File: config.mk
export PLATFORM = sky130hd
export DESIGN_NAME = selectable_average_filter
export DESIGN_NICKNAME = d
export VERILOG_FILES = /design/src/saf_pkg.sv /design/src/selectable_average_filter.sv /design/src/saf_ram.sv /design/src/saf_fifo.sv /design/src/saf_front.sv /design/src/saf_div.sv
export SDC_FILE = /design/constraint.sdc
export NUM_CORES = 1
export LEC_CHECK = 0
export BUFFER_PORTS_ARGS = -buffer_cell sky130_fd_sc_hd__buf_2
export CAP_MARGIN = 30
export CORE_MARGIN = 2
export CORE_UTILIZATION = 51
export DETAILED_ROUTE_END_ITERATION = 10
export PLACE_DENSITY = 0.67
export SLEW_MARGIN = 25
export SYNTH_ARGS = -nofsm -noshare
export SYNTH_HDL_FRONTEND = slang
export SYNTH_SLANG_ARGS = --single-unit
File: constraint.sdc
create_clock -name clk -period 7.4 [get_ports clk]
set_input_delay 1.48 -clock clk [delete_from_list [all_inputs] [get_ports clk]]
set_output_delay 1.48 -clock clk [all_outputs]
set_load 0.05 [all_outputs]
File: src/saf_pkg.sv
// shared constants for the selectable average filter
package saf_pkg;

  // field and register widths
  localparam int SAMPLE_W = 16;
  localparam int MODE_W   = 2;
  localparam int LEN_W    = 5;
  localparam int CFG_W    = 5;
  localparam int IDX_W    = 1;

  // default window depth and queue depth
  localparam int WINDOW_MAX_DEF = 16;
  localparam int QUEUE_DEPTH    = 2;

  // shortest block the trimmed mean works on
  localparam int TRIM_MIN_LEN = 3;

  // register indexes
  localparam logic [IDX_W-1:0] CFG_MODE = 1'b0;
  localparam logic [IDX_W-1:0] CFG_LEN  = 1'b1;

  // filter modes
  localparam logic [MODE_W-1:0] MODE_SLIDE    = 2'd0;
  localparam logic [MODE_W-1:0] MODE_BLOCK    = 2'd1;
  localparam logic [MODE_W-1:0] MODE_WEIGHTED = 2'd2;
  localparam logic [MODE_W-1:0] MODE_TRIMMED  = 2'd3;

  // block min/max start values
  localparam logic signed [SAMPLE_W-1:0] SAMPLE_POS_MAX = 16'sh7fff;
  localparam logic signed [SAMPLE_W-1:0] SAMPLE_NEG_MAX = 16'sh8000;

endpackage

File: src/selectable_average_filter.sv
// top level of the selectable average filter
//
//   channel  direction  handshake             payload
//   in       sink       in_valid / in_stall   in_sample (16 bit signed)
//   out      source     out_valid / out_stall out_average (16 bit signed)
//   cfg      sink       cfg_we                cfg_index, cfg_data
//
// the front takes a sample while idle and the job queue has room, then updates
// its sums first; each result goes through a bit-serial divider that takes no
// new job until its last result is loaded, so the sliding mean runs at its pace
// synchronous active-low reset; a config write clears sums, count and min/max
// a stalled output holds the divider's next result, then fills the queue
module selectable_average_filter #(
  parameter int WINDOW_MAX = saf_pkg::WINDOW_MAX_DEF
) (
  input  logic                                clk,
  input  logic                                rst_n,
  input  logic                                cfg_we,
  input  logic [saf_pkg::IDX_W-1:0]           cfg_index,
  input  logic [saf_pkg::CFG_W-1:0]           cfg_data,
  input  logic                                in_valid,
  output logic                                in_stall,
  input  logic signed [saf_pkg::SAMPLE_W-1:0] in_sample,
  output logic                                out_valid,
  input  logic                                out_stall,
  output logic signed [saf_pkg::SAMPLE_W-1:0] out_average
);

  localparam int TRI_MAX = WINDOW_MAX * (WINDOW_MAX + 1) / 2;
  localparam int DSW     = $clog2(TRI_MAX + 1);
  localparam int WW      = saf_pkg::SAMPLE_W + DSW;
  localparam int QW      = WW + DSW;

  logic                 q_push;
  logic                 q_full;
  logic                 q_pop;
  logic                 q_empty;
  logic signed [WW-1:0] push_dividend;
  logic [DSW-1:0]       push_divisor;
  logic [QW-1:0]        pop_data;

  saf_front #(
    .WINDOW_MAX (WINDOW_MAX),
    .WW         (WW),
    .DSW        (DSW)
  ) u_front (
    .clk        (clk),
    .rst_n      (rst_n),
    .cfg_we     (cfg_we),
    .cfg_index  (cfg_index),
    .cfg_data   (cfg_data),
    .in_valid   (in_valid),
    .in_stall   (in_stall),
    .in_sample  (in_sample),
    .q_full     (q_full),
    .q_push     (q_push),
    .q_dividend (push_dividend),
    .q_divisor  (push_divisor)
  );

  // division jobs waiting for the back end
  saf_fifo #(
    .WIDTH (QW),
    .DEPTH (saf_pkg::QUEUE_DEPTH)
  ) u_queue (
    .clk       (clk),
    .rst_n     (rst_n),
    .push      (q_push),
    .push_data ({push_dividend, push_divisor}),
    .full      (q_full),
    .pop       (q_pop),
    .pop_data  (pop_data),
    .empty     (q_empty)
  );

  saf_div #(
    .WW  (WW),
    .DSW (DSW)
  ) u_div (
    .clk         (clk),
    .rst_n       (rst_n),
    .q_empty     (q_empty),
    .q_pop       (q_pop),
    .q_dividend  (pop_data[QW-1:DSW]),
    .q_divisor   (pop_data[DSW-1:0]),
    .out_valid   (out_valid),
    .out_stall   (out_stall),
    .out_average (out_average)
  );

endmodule

File: src/saf_ram.sv
// generic single write port ram with registered read
module saf_ram #(
  parameter int WIDTH = 16,
  parameter int DEPTH = 16
) (
  input  logic                     clk,
  input  logic                     we,
  input  logic [$clog2(DEPTH)-1:0] waddr,
  input  logic [WIDTH-1:0]         wdata,
  input  logic [$clog2(DEPTH)-1:0] raddr,
  output logic [WIDTH-1:0]         rdata
);

  logic [WIDTH-1:0] mem [DEPTH];
  logic [WIDTH-1:0] rdata_r;

  // write port and registered read port
  always_ff @(posedge clk) begin
    if (we) begin
      mem[waddr] <= wdata;
    end
    rdata_r <= mem[raddr];
  end

  assign rdata = rdata_r;

endmodule

File: src/saf_fifo.sv
// short queue of division jobs between front and back
module saf_fifo #(
  parameter int WIDTH = 8,
  parameter int DEPTH = 2
) (
  input  logic             clk,
  input  logic             rst_n,
  input  logic             push,
  input  logic [WIDTH-1:0] push_data,
  output logic             full,
  input  logic             pop,
  output logic [WIDTH-1:0] pop_data,
  output logic             empty
);

  localparam int AW = (DEPTH > 1) ? $clog2(DEPTH) : 1;
  localparam int CW = $clog2(DEPTH + 1);

  logic [WIDTH-1:0] entry_r [DEPTH];
  logic [AW-1:0]    wr_ptr_r, wr_ptr_nxt;
  logic [AW-1:0]    rd_ptr_r, rd_ptr_nxt;
  logic [CW-1:0]    count_r, count_nxt;

  assign full     = (count_r == CW'(DEPTH));
  assign empty    = (count_r == '0);
  assign pop_data = entry_r[rd_ptr_r];

  // pointer and count update
  always_comb begin
    wr_ptr_nxt = wr_ptr_r;
    rd_ptr_nxt = rd_ptr_r;
    count_nxt  = count_r;
    if (push) begin
      wr_ptr_nxt = (wr_ptr_r == AW'(DEPTH - 1)) ? '0 : wr_ptr_r + 1'b1;
    end
    if (pop) begin
      rd_ptr_nxt = (rd_ptr_r == AW'(DEPTH - 1)) ? '0 : rd_ptr_r + 1'b1;
    end
    if (push && !pop) begin
      count_nxt = count_r + 1'b1;
    end else if (pop && !push) begin
      count_nxt = count_r - 1'b1;
    end
  end

  always_ff @(posedge clk) begin
    if (!rst_n) begin
      wr_ptr_r <= '0;
      rd_ptr_r <= '0;
      count_r  <= '0;
    end else begin
      wr_ptr_r <= wr_ptr_nxt;
      rd_ptr_r <= rd_ptr_nxt;
      count_r  <= count_nxt;
    end
  end

  // entry storage
  always_ff @(posedge clk) begin
    if (push) begin
      entry_r[wr_ptr_r] <= push_data;
    end
  end

endmodule

File: src/saf_front.sv
// front: configuration, sample accept, running sums and division job issue
module saf_front #(
  parameter int WINDOW_MAX = saf_pkg::WINDOW_MAX_DEF,
  parameter int WW         = 24,
  parameter int DSW        = 8
) (
  input  logic                                clk,
  input  logic                                rst_n,
  input  logic                                cfg_we,
  input  logic [saf_pkg::IDX_W-1:0]           cfg_index,
  input  logic [saf_pkg::CFG_W-1:0]           cfg_data,
  input  logic                                in_valid,
  output logic                                in_stall,
  input  logic signed [saf_pkg::SAMPLE_W-1:0] in_sample,
  input  logic                                q_full,
  output logic                                q_push,
  output logic signed [WW-1:0]                q_dividend,
  output logic [DSW-1:0]                      q_divisor
);

  localparam int SW  = saf_pkg::SAMPLE_W;
  localparam int LW  = $clog2(WINDOW_MAX + 1);
  localparam int AW  = $clog2(WINDOW_MAX);
  localparam int RW  = SW + LW;
  localparam int PW  = SW + LW + 1;
  localparam int TW  = 2 * LW + 1;

  localparam logic ST_IDLE = 1'b0;
  localparam logic ST_UPD  = 1'b1;

  logic                            state_r, state_nxt;
  logic [saf_pkg::MODE_W-1:0]      mode_r;
  logic [saf_pkg::LEN_W-1:0]       len_r;
  logic signed [SW-1:0]            samp_r;
  logic signed [PW-1:0]            prod_r;
  logic signed [RW-1:0]            rsum_r, rsum_nxt;
  logic signed [WW-1:0]            wsum_r, wsum_nxt;
  logic [LW-1:0]                   fill_r, fill_nxt;
  logic signed [SW-1:0]            min_r, min_nxt;
  logic signed [SW-1:0]            max_r, max_nxt;
  logic [AW-1:0]                   ptr_r, ptr_nxt;

  logic                            accept;
  logic [LW-1:0]                   n_eff;
  logic [LW-1:0]                   fill_inc;
  logic [LW:0]                     old_pos;
  logic [AW-1:0]                   old_addr;
  logic signed [SW-1:0]            old_samp;
  logic                            ram_we;
  logic [TW-1:0]                   n_wide;
  logic [TW-1:0]                   tri_full;
  logic                            emit;
  logic signed [WW-1:0]            dividend;
  logic [DSW-1:0]                  divisor;

  assign accept   = in_valid && !in_stall;
  assign in_stall = (state_r != ST_IDLE) || q_full;

  // effective window length: zero acts as one, oversize as the maximum
  always_comb begin
    if (len_r == '0) begin
      n_eff = LW'(1);
    end else if (32'(len_r) > WINDOW_MAX) begin
      n_eff = LW'(WINDOW_MAX);
    end else begin
      n_eff = LW'(len_r);
    end
  end

  assign fill_inc = fill_r + 1'b1;

  // triangular divisor n(n+1)/2 for the weighted mean
  assign n_wide   = TW'(n_eff);
  assign tri_full = n_wide * (n_wide + 1'b1);

  // address of the sample that leaves the sliding window
  always_comb begin
    old_pos = (LW + 1)'(ptr_r);
    if (old_pos >= (LW + 1)'(n_eff)) begin
      old_addr = AW'(old_pos - (LW + 1)'(n_eff));
    end else begin
      old_addr = AW'(old_pos + (LW + 1)'(WINDOW_MAX) - (LW + 1)'(n_eff));
    end
  end

  assign ram_we = (state_r == ST_UPD) && (mode_r == saf_pkg::MODE_SLIDE);

  saf_ram #(
    .WIDTH (SW),
    .DEPTH (WINDOW_MAX)
  ) u_window (
    .clk   (clk),
    .we    (ram_we),
    .waddr (ptr_r),
    .wdata (samp_r),
    .raddr (old_addr),
    .rdata (old_samp)
  );

  // sum, count and min/max update for the held sample
  always_comb begin
    state_nxt = state_r;
    rsum_nxt  = rsum_r;
    wsum_nxt  = wsum_r;
    fill_nxt  = fill_r;
    min_nxt   = min_r;
    max_nxt   = max_r;
    ptr_nxt   = ptr_r;
    emit      = 1'b0;
    dividend  = '0;
    divisor   = DSW'(n_eff);
    unique case (state_r)
      ST_IDLE: begin
        if (accept) begin
          state_nxt = ST_UPD;
        end
      end
      ST_UPD: begin
        state_nxt = ST_IDLE;
        if (mode_r == saf_pkg::MODE_SLIDE) begin
          if (fill_r >= n_eff) begin
            rsum_nxt = rsum_r - RW'(old_samp) + RW'(samp_r);
          end else begin
            rsum_nxt = rsum_r + RW'(samp_r);
            fill_nxt = fill_inc;
          end
          ptr_nxt  = (ptr_r == AW'(WINDOW_MAX - 1)) ? '0 : ptr_r + 1'b1;
          emit     = (fill_nxt == n_eff);
          dividend = WW'(rsum_nxt);
        end else if (!(mode_r == saf_pkg::MODE_TRIMMED &&
                       32'(n_eff) < saf_pkg::TRIM_MIN_LEN)) begin
          rsum_nxt = rsum_r + RW'(samp_r);
          wsum_nxt = wsum_r + WW'(prod_r);
          min_nxt  = (samp_r < min_r) ? samp_r : min_r;
          max_nxt  = (samp_r > max_r) ? samp_r : max_r;
          fill_nxt = fill_inc;
          unique case (mode_r)
            saf_pkg::MODE_WEIGHTED: begin
              dividend = wsum_nxt;
              divisor  = DSW'(tri_full >> 1);
            end
            saf_pkg::MODE_TRIMMED: begin
              dividend = WW'(rsum_nxt) - WW'(min_nxt) - WW'(max_nxt);
              divisor  = DSW'(n_eff - LW'(2));
            end
            default: begin
              dividend = WW'(rsum_nxt);
              divisor  = DSW'(n_eff);
            end
          endcase
          if (fill_inc == n_eff) begin
            emit     = 1'b1;
            rsum_nxt = '0;
            wsum_nxt = '0;
            fill_nxt = '0;
            min_nxt  = saf_pkg::SAMPLE_POS_MAX;
            max_nxt  = saf_pkg::SAMPLE_NEG_MAX;
          end
        end
      end
      default: begin
        state_nxt = ST_IDLE;
      end
    endcase
  end

  assign q_push     = emit;
  assign q_dividend = dividend;
  assign q_divisor  = divisor;

  // control state, configuration and filter state
  always_ff @(posedge clk) begin
    if (!rst_n) begin
      state_r <= ST_IDLE;
      mode_r  <= saf_pkg::MODE_SLIDE;
      len_r   <= saf_pkg::LEN_W'(1);
      rsum_r  <= '0;
      wsum_r  <= '0;
      fill_r  <= '0;
      min_r   <= saf_pkg::SAMPLE_POS_MAX;
      max_r   <= saf_pkg::SAMPLE_NEG_MAX;
      ptr_r   <= '0;
    end else if (cfg_we) begin
      unique case (cfg_index)
        saf_pkg::CFG_MODE: mode_r <= cfg_data[saf_pkg::MODE_W-1:0];
        saf_pkg::CFG_LEN:  len_r  <= cfg_data[saf_pkg::LEN_W-1:0];
        default:           mode_r <= mode_r;
      endcase
      state_r <= ST_IDLE;
      rsum_r  <= '0;
      wsum_r  <= '0;
      fill_r  <= '0;
      min_r   <= saf_pkg::SAMPLE_POS_MAX;
      max_r   <= saf_pkg::SAMPLE_NEG_MAX;
      ptr_r   <= '0;
    end else begin
      state_r <= state_nxt;
      rsum_r  <= rsum_nxt;
      wsum_r  <= wsum_nxt;
      fill_r  <= fill_nxt;
      min_r   <= min_nxt;
      max_r   <= max_nxt;
      ptr_r   <= ptr_nxt;
    end
  end

  // held sample and its block weight product
  always_ff @(posedge clk) begin
    if (accept) begin
      samp_r <= in_sample;
      prod_r <= $signed(in_sample) * $signed({1'b0, fill_inc});
    end
  end

endmodule

File: src/saf_div.sv
// back: bit-serial signed divider with output register
module saf_div #(
  parameter int WW  = 24,
  parameter int DSW = 8
) (
  input  logic                                clk,
  input  logic                                rst_n,
  input  logic                                q_empty,
  output logic                                q_pop,
  input  logic signed [WW-1:0]                q_dividend,
  input  logic [DSW-1:0]                      q_divisor,
  output logic                                out_valid,
  input  logic                                out_stall,
  output logic signed [saf_pkg::SAMPLE_W-1:0] out_average
);

  localparam int CW = $clog2(WW + 1);

  localparam logic [1:0] B_IDLE = 2'd0;
  localparam logic [1:0] B_RUN  = 2'd1;
  localparam logic [1:0] B_DONE = 2'd2;

  logic [1:0]                        bstate_r, bstate_nxt;
  logic [WW-1:0]                     quo_r, quo_nxt;
  logic [DSW-1:0]                    rem_r, rem_nxt;
  logic [DSW-1:0]                    dsr_r;
  logic                              neg_r;
  logic [CW-1:0]                     cnt_r, cnt_nxt;
  logic                              out_valid_r;
  logic signed [saf_pkg::SAMPLE_W-1:0] out_average_r;

  logic [DSW:0]                      rem_sh;
  logic [DSW:0]                      rem_diff;
  logic                              out_free;
  logic                              load_out;
  logic [WW-1:0]                     quo_signed;

  assign out_free = !out_valid_r || !out_stall;
  assign q_pop    = (bstate_r == B_IDLE) && !q_empty;
  assign load_out = (bstate_r == B_DONE) && out_free;

  // one restoring step per cycle
  assign rem_sh   = {rem_r, quo_r[WW-1]};
  assign rem_diff = rem_sh - {1'b0, dsr_r};

  always_comb begin
    bstate_nxt = bstate_r;
    quo_nxt    = quo_r;
    rem_nxt    = rem_r;
    cnt_nxt    = cnt_r;
    unique case (bstate_r)
      B_IDLE: begin
        if (q_pop) begin
          bstate_nxt = B_RUN;
          quo_nxt    = q_dividend[WW-1] ? WW'(-q_dividend) : WW'(q_dividend);
          rem_nxt    = '0;
          cnt_nxt    = CW'(WW);
        end
      end
      B_RUN: begin
        if (!rem_diff[DSW]) begin
          rem_nxt = rem_diff[DSW-1:0];
          quo_nxt = {quo_r[WW-2:0], 1'b1};
        end else begin
          rem_nxt = rem_sh[DSW-1:0];
          quo_nxt = {quo_r[WW-2:0], 1'b0};
        end
        cnt_nxt = cnt_r - 1'b1;
        if (cnt_r == CW'(1)) begin
          bstate_nxt = B_DONE;
        end
      end
      B_DONE: begin
        if (out_free) begin
          bstate_nxt = B_IDLE;
        end
      end
      default: begin
        bstate_nxt = B_IDLE;
      end
    endcase
  end

  assign quo_signed = neg_r ? (~quo_r + 1'b1) : quo_r;

  // control state and output valid
  always_ff @(posedge clk) begin
    if (!rst_n) begin
      bstate_r    <= B_IDLE;
      cnt_r       <= '0;
      out_valid_r <= 1'b0;
    end else begin
      bstate_r <= bstate_nxt;
      cnt_r    <= cnt_nxt;
      if (load_out) begin
        out_valid_r <= 1'b1;
      end else if (!out_stall) begin
        out_valid_r <= 1'b0;
      end
    end
  end

  // divider datapath and result register
  always_ff @(posedge clk) begin
    quo_r <= quo_nxt;
    rem_r <= rem_nxt;
    if (q_pop) begin
      dsr_r <= q_divisor;
      neg_r <= q_dividend[WW-1];
    end
    if (load_out) begin
      out_average_r <= quo_signed[saf_pkg::SAMPLE_W-1:0];
    end
  end

  assign out_valid   = out_valid_r;
  assign out_average = out_average_r;

endmodule

==> flow_metrics.tcl <==
set metrics [dict create \
    status "completed" \
    grt_pass1_wl_um 128000 \
    cts.path.max_buffers 3 \
    fin_util_pct 57.1 \
    gp_congestion 0.933 \
    min_period_over_period_pct 87.7 \
    finalPower_w 0.0104 \
    cts_resized 0 \
    synth_area_mm2 0.0327 \
    num_rows 92 \
    path_class "reg -> reg" \
    relSlewSlack_pct 36.1 \
    async_reset_ff_share_pct 0 \
    numCtsBuffers 58 \
    antenna_found_initial 1 \
    drt-initial-drc-count 1756 \
    start_kind "flop" \
    viasPerCell 5.86 \
    io_pins 45 \
    port_buffers 44 \
    initial_core_util_pct 51.8 \
    ys_types 94 \
    cts_max_level 2 \
    nFillCells 5208 \
    ys_seq_elements 538 \
    final-seq-area_mm2 0.0149 \
    core-area_mm2 0.0632 \
    final_antenna_net_count 0 \
    yosysTopAreaCell "edfxtp_1" \
    grt_max_degree 55 \
    post_cts_buffers 0 \
    insertedDiodeCount 0 \
    cts_hold_buf 0 \
    cap_violations 0 \
    post-place-ws_ns 0.973 \
    ys_seq_area_share_pct 45.6 \
    area_growth_syn_to_layout_pct 10.3 \
    worstMarginPinSlew_ns 0.955 \
    drc 0 \
    crit_buf_inv 0 \
    vdd.ir_drop.worst_uv 176 \
    drt_wl_total_um 81800 \
    endpoint_kind "flop" \
    tritoncts_num_sinks 538 \
    required_ns 7.72 \
    ys_top_cells_by_count "edfxtp_1 (415), inv_1 (291), nor2_1 (222)" \
    r2r_slack_ns 0.91 \
    p_leak_nw 14.2 \
    grt_overflow 0 \
    synth_edf_count 415 \
    critical-path-max-stage-delay_ns 0.68 \
    skew_ns 0.0402 \
    hp-class "reg -> reg" \
    worst_slack_ns 0.910 \
    cp_cell_sequence "nand2b_1 -> a21o_1 -> a21o_1 -> a21oi_1 -> o211ai_1 -> a311o_1 -> a311o_1 -> nand2_2 -> mux2i_1 -> fa_1 -> ha_1 -> nor2b_1 -> o31ai_1 -> a211oi_1 -> o211ai_1 -> nand3_1 -> a31oi_1 -> nor3_1 -> o31ai_1 -> nand3_1" \
    place.detailed.hpwl_um 57800 \
    yosys.area.top_type_share_pct 38.1 \
    crit_fanout 23 \
    hold_path_depth 1 \
    reg2reg_depth 20 \
    syn_inst 2933 \
    final-setup-viol-count 0 \
    synth_top_flop_cell "edfxtp_1" \
    crit_slowest_cell "edfxtp_1" \
    layout-drive-gt1-share_pct 11.3 \
    crit_family "compound AO/OA/AOI/OAI gates" \
    synthTopCellsByArea "edfxtp_1 (38%), ha_1 (7.9%), dfxtp_1 (7.5%)" \
    clock.fmax_mhz 154 \
    yosysMostFrequentCell "edfxtp_1" \
    regToRegEndpoint "u_queue.entry_r[1][28]" \
    wl_per_cell_um 21.0 \
    power_density_mw_per_mm2 289 \
    root_buffer "clkbuf_16" \
    final_max_slew_viol_count 0 \
    cts_tree "yes" \
    multiInputGateArea_mm2 0.0163 \
    die-width_um 257 \
    firstDrtPassIters 5 \
    synth.avg_cell_area_um2 11.2 \
    whs_endpoint "u_div.cnt_r[4]" \
    clkLatencyLatePin_ns 0.63 \
    crit_arrival_ns 6.81 \
    fin_setup_tns_ns 0 \
    grt_pass1_vias 22700 \
    dieArea_mm2 0.0662 \
    ys_warn_count 0 \
    finalCriticalPeriod_ns 6.49 \
    grtUsageTotal_pct 24.7 \
    via_count 22800 \
    rsz0062_at_grt "false" \
    clkSlewWorstSetupHoldPaths_ns 0.06 \
    min_from "u_div.cnt_r[4]" \
    nets 3338 \
    die_h_um 257 \
    r2r-start "u_front.samp_r[0]" \
    hold_viol_final 0 \
]
layer usage:
metal	wire length [um]	GRT usage (%)	part of all wire [%]
met3	4730	3.12	5.8
met2	38700	40.7	47
met5	13	0	0.016
met4	2210	7.46	2.7
met1	36200	34.2	44
metrics by stage:
stage | hold slack [ns] | cell area (um^2) | cells
CTS | 0.474 | 36000 | 3890
detailed placement | 0.462 | 34100 | 3782
global placement | 0.455 | 34100 | 3781
finish | 0.475 | 36100 | 3894
floorplan | 0.434 | 32700 | 2935
global route | 0.499 | 36100 | 3894
flip-flops by register name, summed over array words and instances, names as in the netlist, 2 cells and up, named ones only:
signal and count:
u_front.samp_r 16, u_front.prod_r 22, u_front.fill_r 5, u_div.dsr_r 8, u_front.min_r 16, u_front.wsum_r 24
u_front.rsum_r 21, u_div.bstate_r 2, u_front.u_window.rdata 16, u_div.rem_r 8, u_front.u_window.mem 256, u_div.out_average 16
u_queue.entry_r 64, u_div.quo_r 24, u_front.ptr_r 4, u_front.mode_r 2, u_front.max_r 16, u_front.len_r 5
u_queue.count_r 2, u_div.cnt_r 5
power by group:
group / total, W / switching [W] / internal (W)
clock: 0.00287 / 0.00123 / 0.00164
sequential: 0.00382 / 0.000179 / 0.00364
combinational: 0.00374 / 0.00227 / 0.00147
layout make-up:
| type | instances | share of cell area, % |
|---|---|---|
| Timing Repair Buffer | 115 | 2.18 |
| Clock inverter | 36 | 0.936 |
| Clock buffer | 72 | 4.31 |
| Multi-Input combinational cell | 1995 | 45.2 |
| Inverter | 292 | 3.04 |
| Sequential cell | 538 | 41.4 |
| Tap cell | 846 | 2.93 |
layout by cell type, fill, tap and decap left out, drive strengths merged, types with 47 or more instances in the layout:
| master | instances |
|---|---|
| nand2 | 185 |
| xor2 | 54 |
| ha | 206 |
| fa | 105 |
| nor2 | 223 |
| xnor2 | 95 |
| dfxtp | 123 |
| clkbuf | 72 |
| a21o | 47 |
| a211oi | 56 |
| a21oi | 199 |
| nor2b | 52 |
| mux2i | 83 |
| mux4 | 64 |
| o21ai | 135 |
| buf | 115 |
| inv | 294 |
| edfxtp | 415 |
how the worst max path moves through the flow:
| stage | start | to | slack, ns | cells after the start |
|---|---|---|---|---|
| global placement | u_front.samp_r[0] | u_queue.entry_r[0][28] | 1.21 | 20 |
| detailed placement | u_front.samp_r[0] | u_queue.entry_r[1][28] | 0.97 | 20 |
| floorplan | u_front.samp_r[1] | u_queue.entry_r[0][24] | 1.95 | 21 |
| CTS | u_front.samp_r[0] | u_queue.entry_r[0][28] | 0.94 | 20 |
| global route | u_front.samp_r[3] | u_queue.entry_r[1][28] | 0.57 | 18 |
| finish | u_front.samp_r[0] | u_queue.entry_r[1][28] | 0.91 | 20 |
cells by family after synthesis:
| kind of cell | Yosys count | share of synthesized area, % |
|---|---|---|
| and+or+nand+nor | 719 | 10.6 |
| AOI/OAI and AO/OA | 653 | 13.2 |
| DFF | 538 | 45.6 |
| buffers and inverters | 402 | 4.76 |
| adders and majority gates | 311 | 14.3 |
| muxes | 159 | 7.36 |
| xor gates and xnor gates | 150 | 4.15 |
| other | 1 | 0.0115 |
worst register-to-register path, delay by kind of cell (launching register included):
kind | cells | cell delay, ns
AOI/OAI and AO/OA | 11 | 3.06
and+or+nand+nor | 6 | 1.30
adders and majority gates | 2 | 0.80
DFF | 1 | 0.68
muxes | 1 | 0.34
Note: power is estimated with default switching activity, not from simulation.
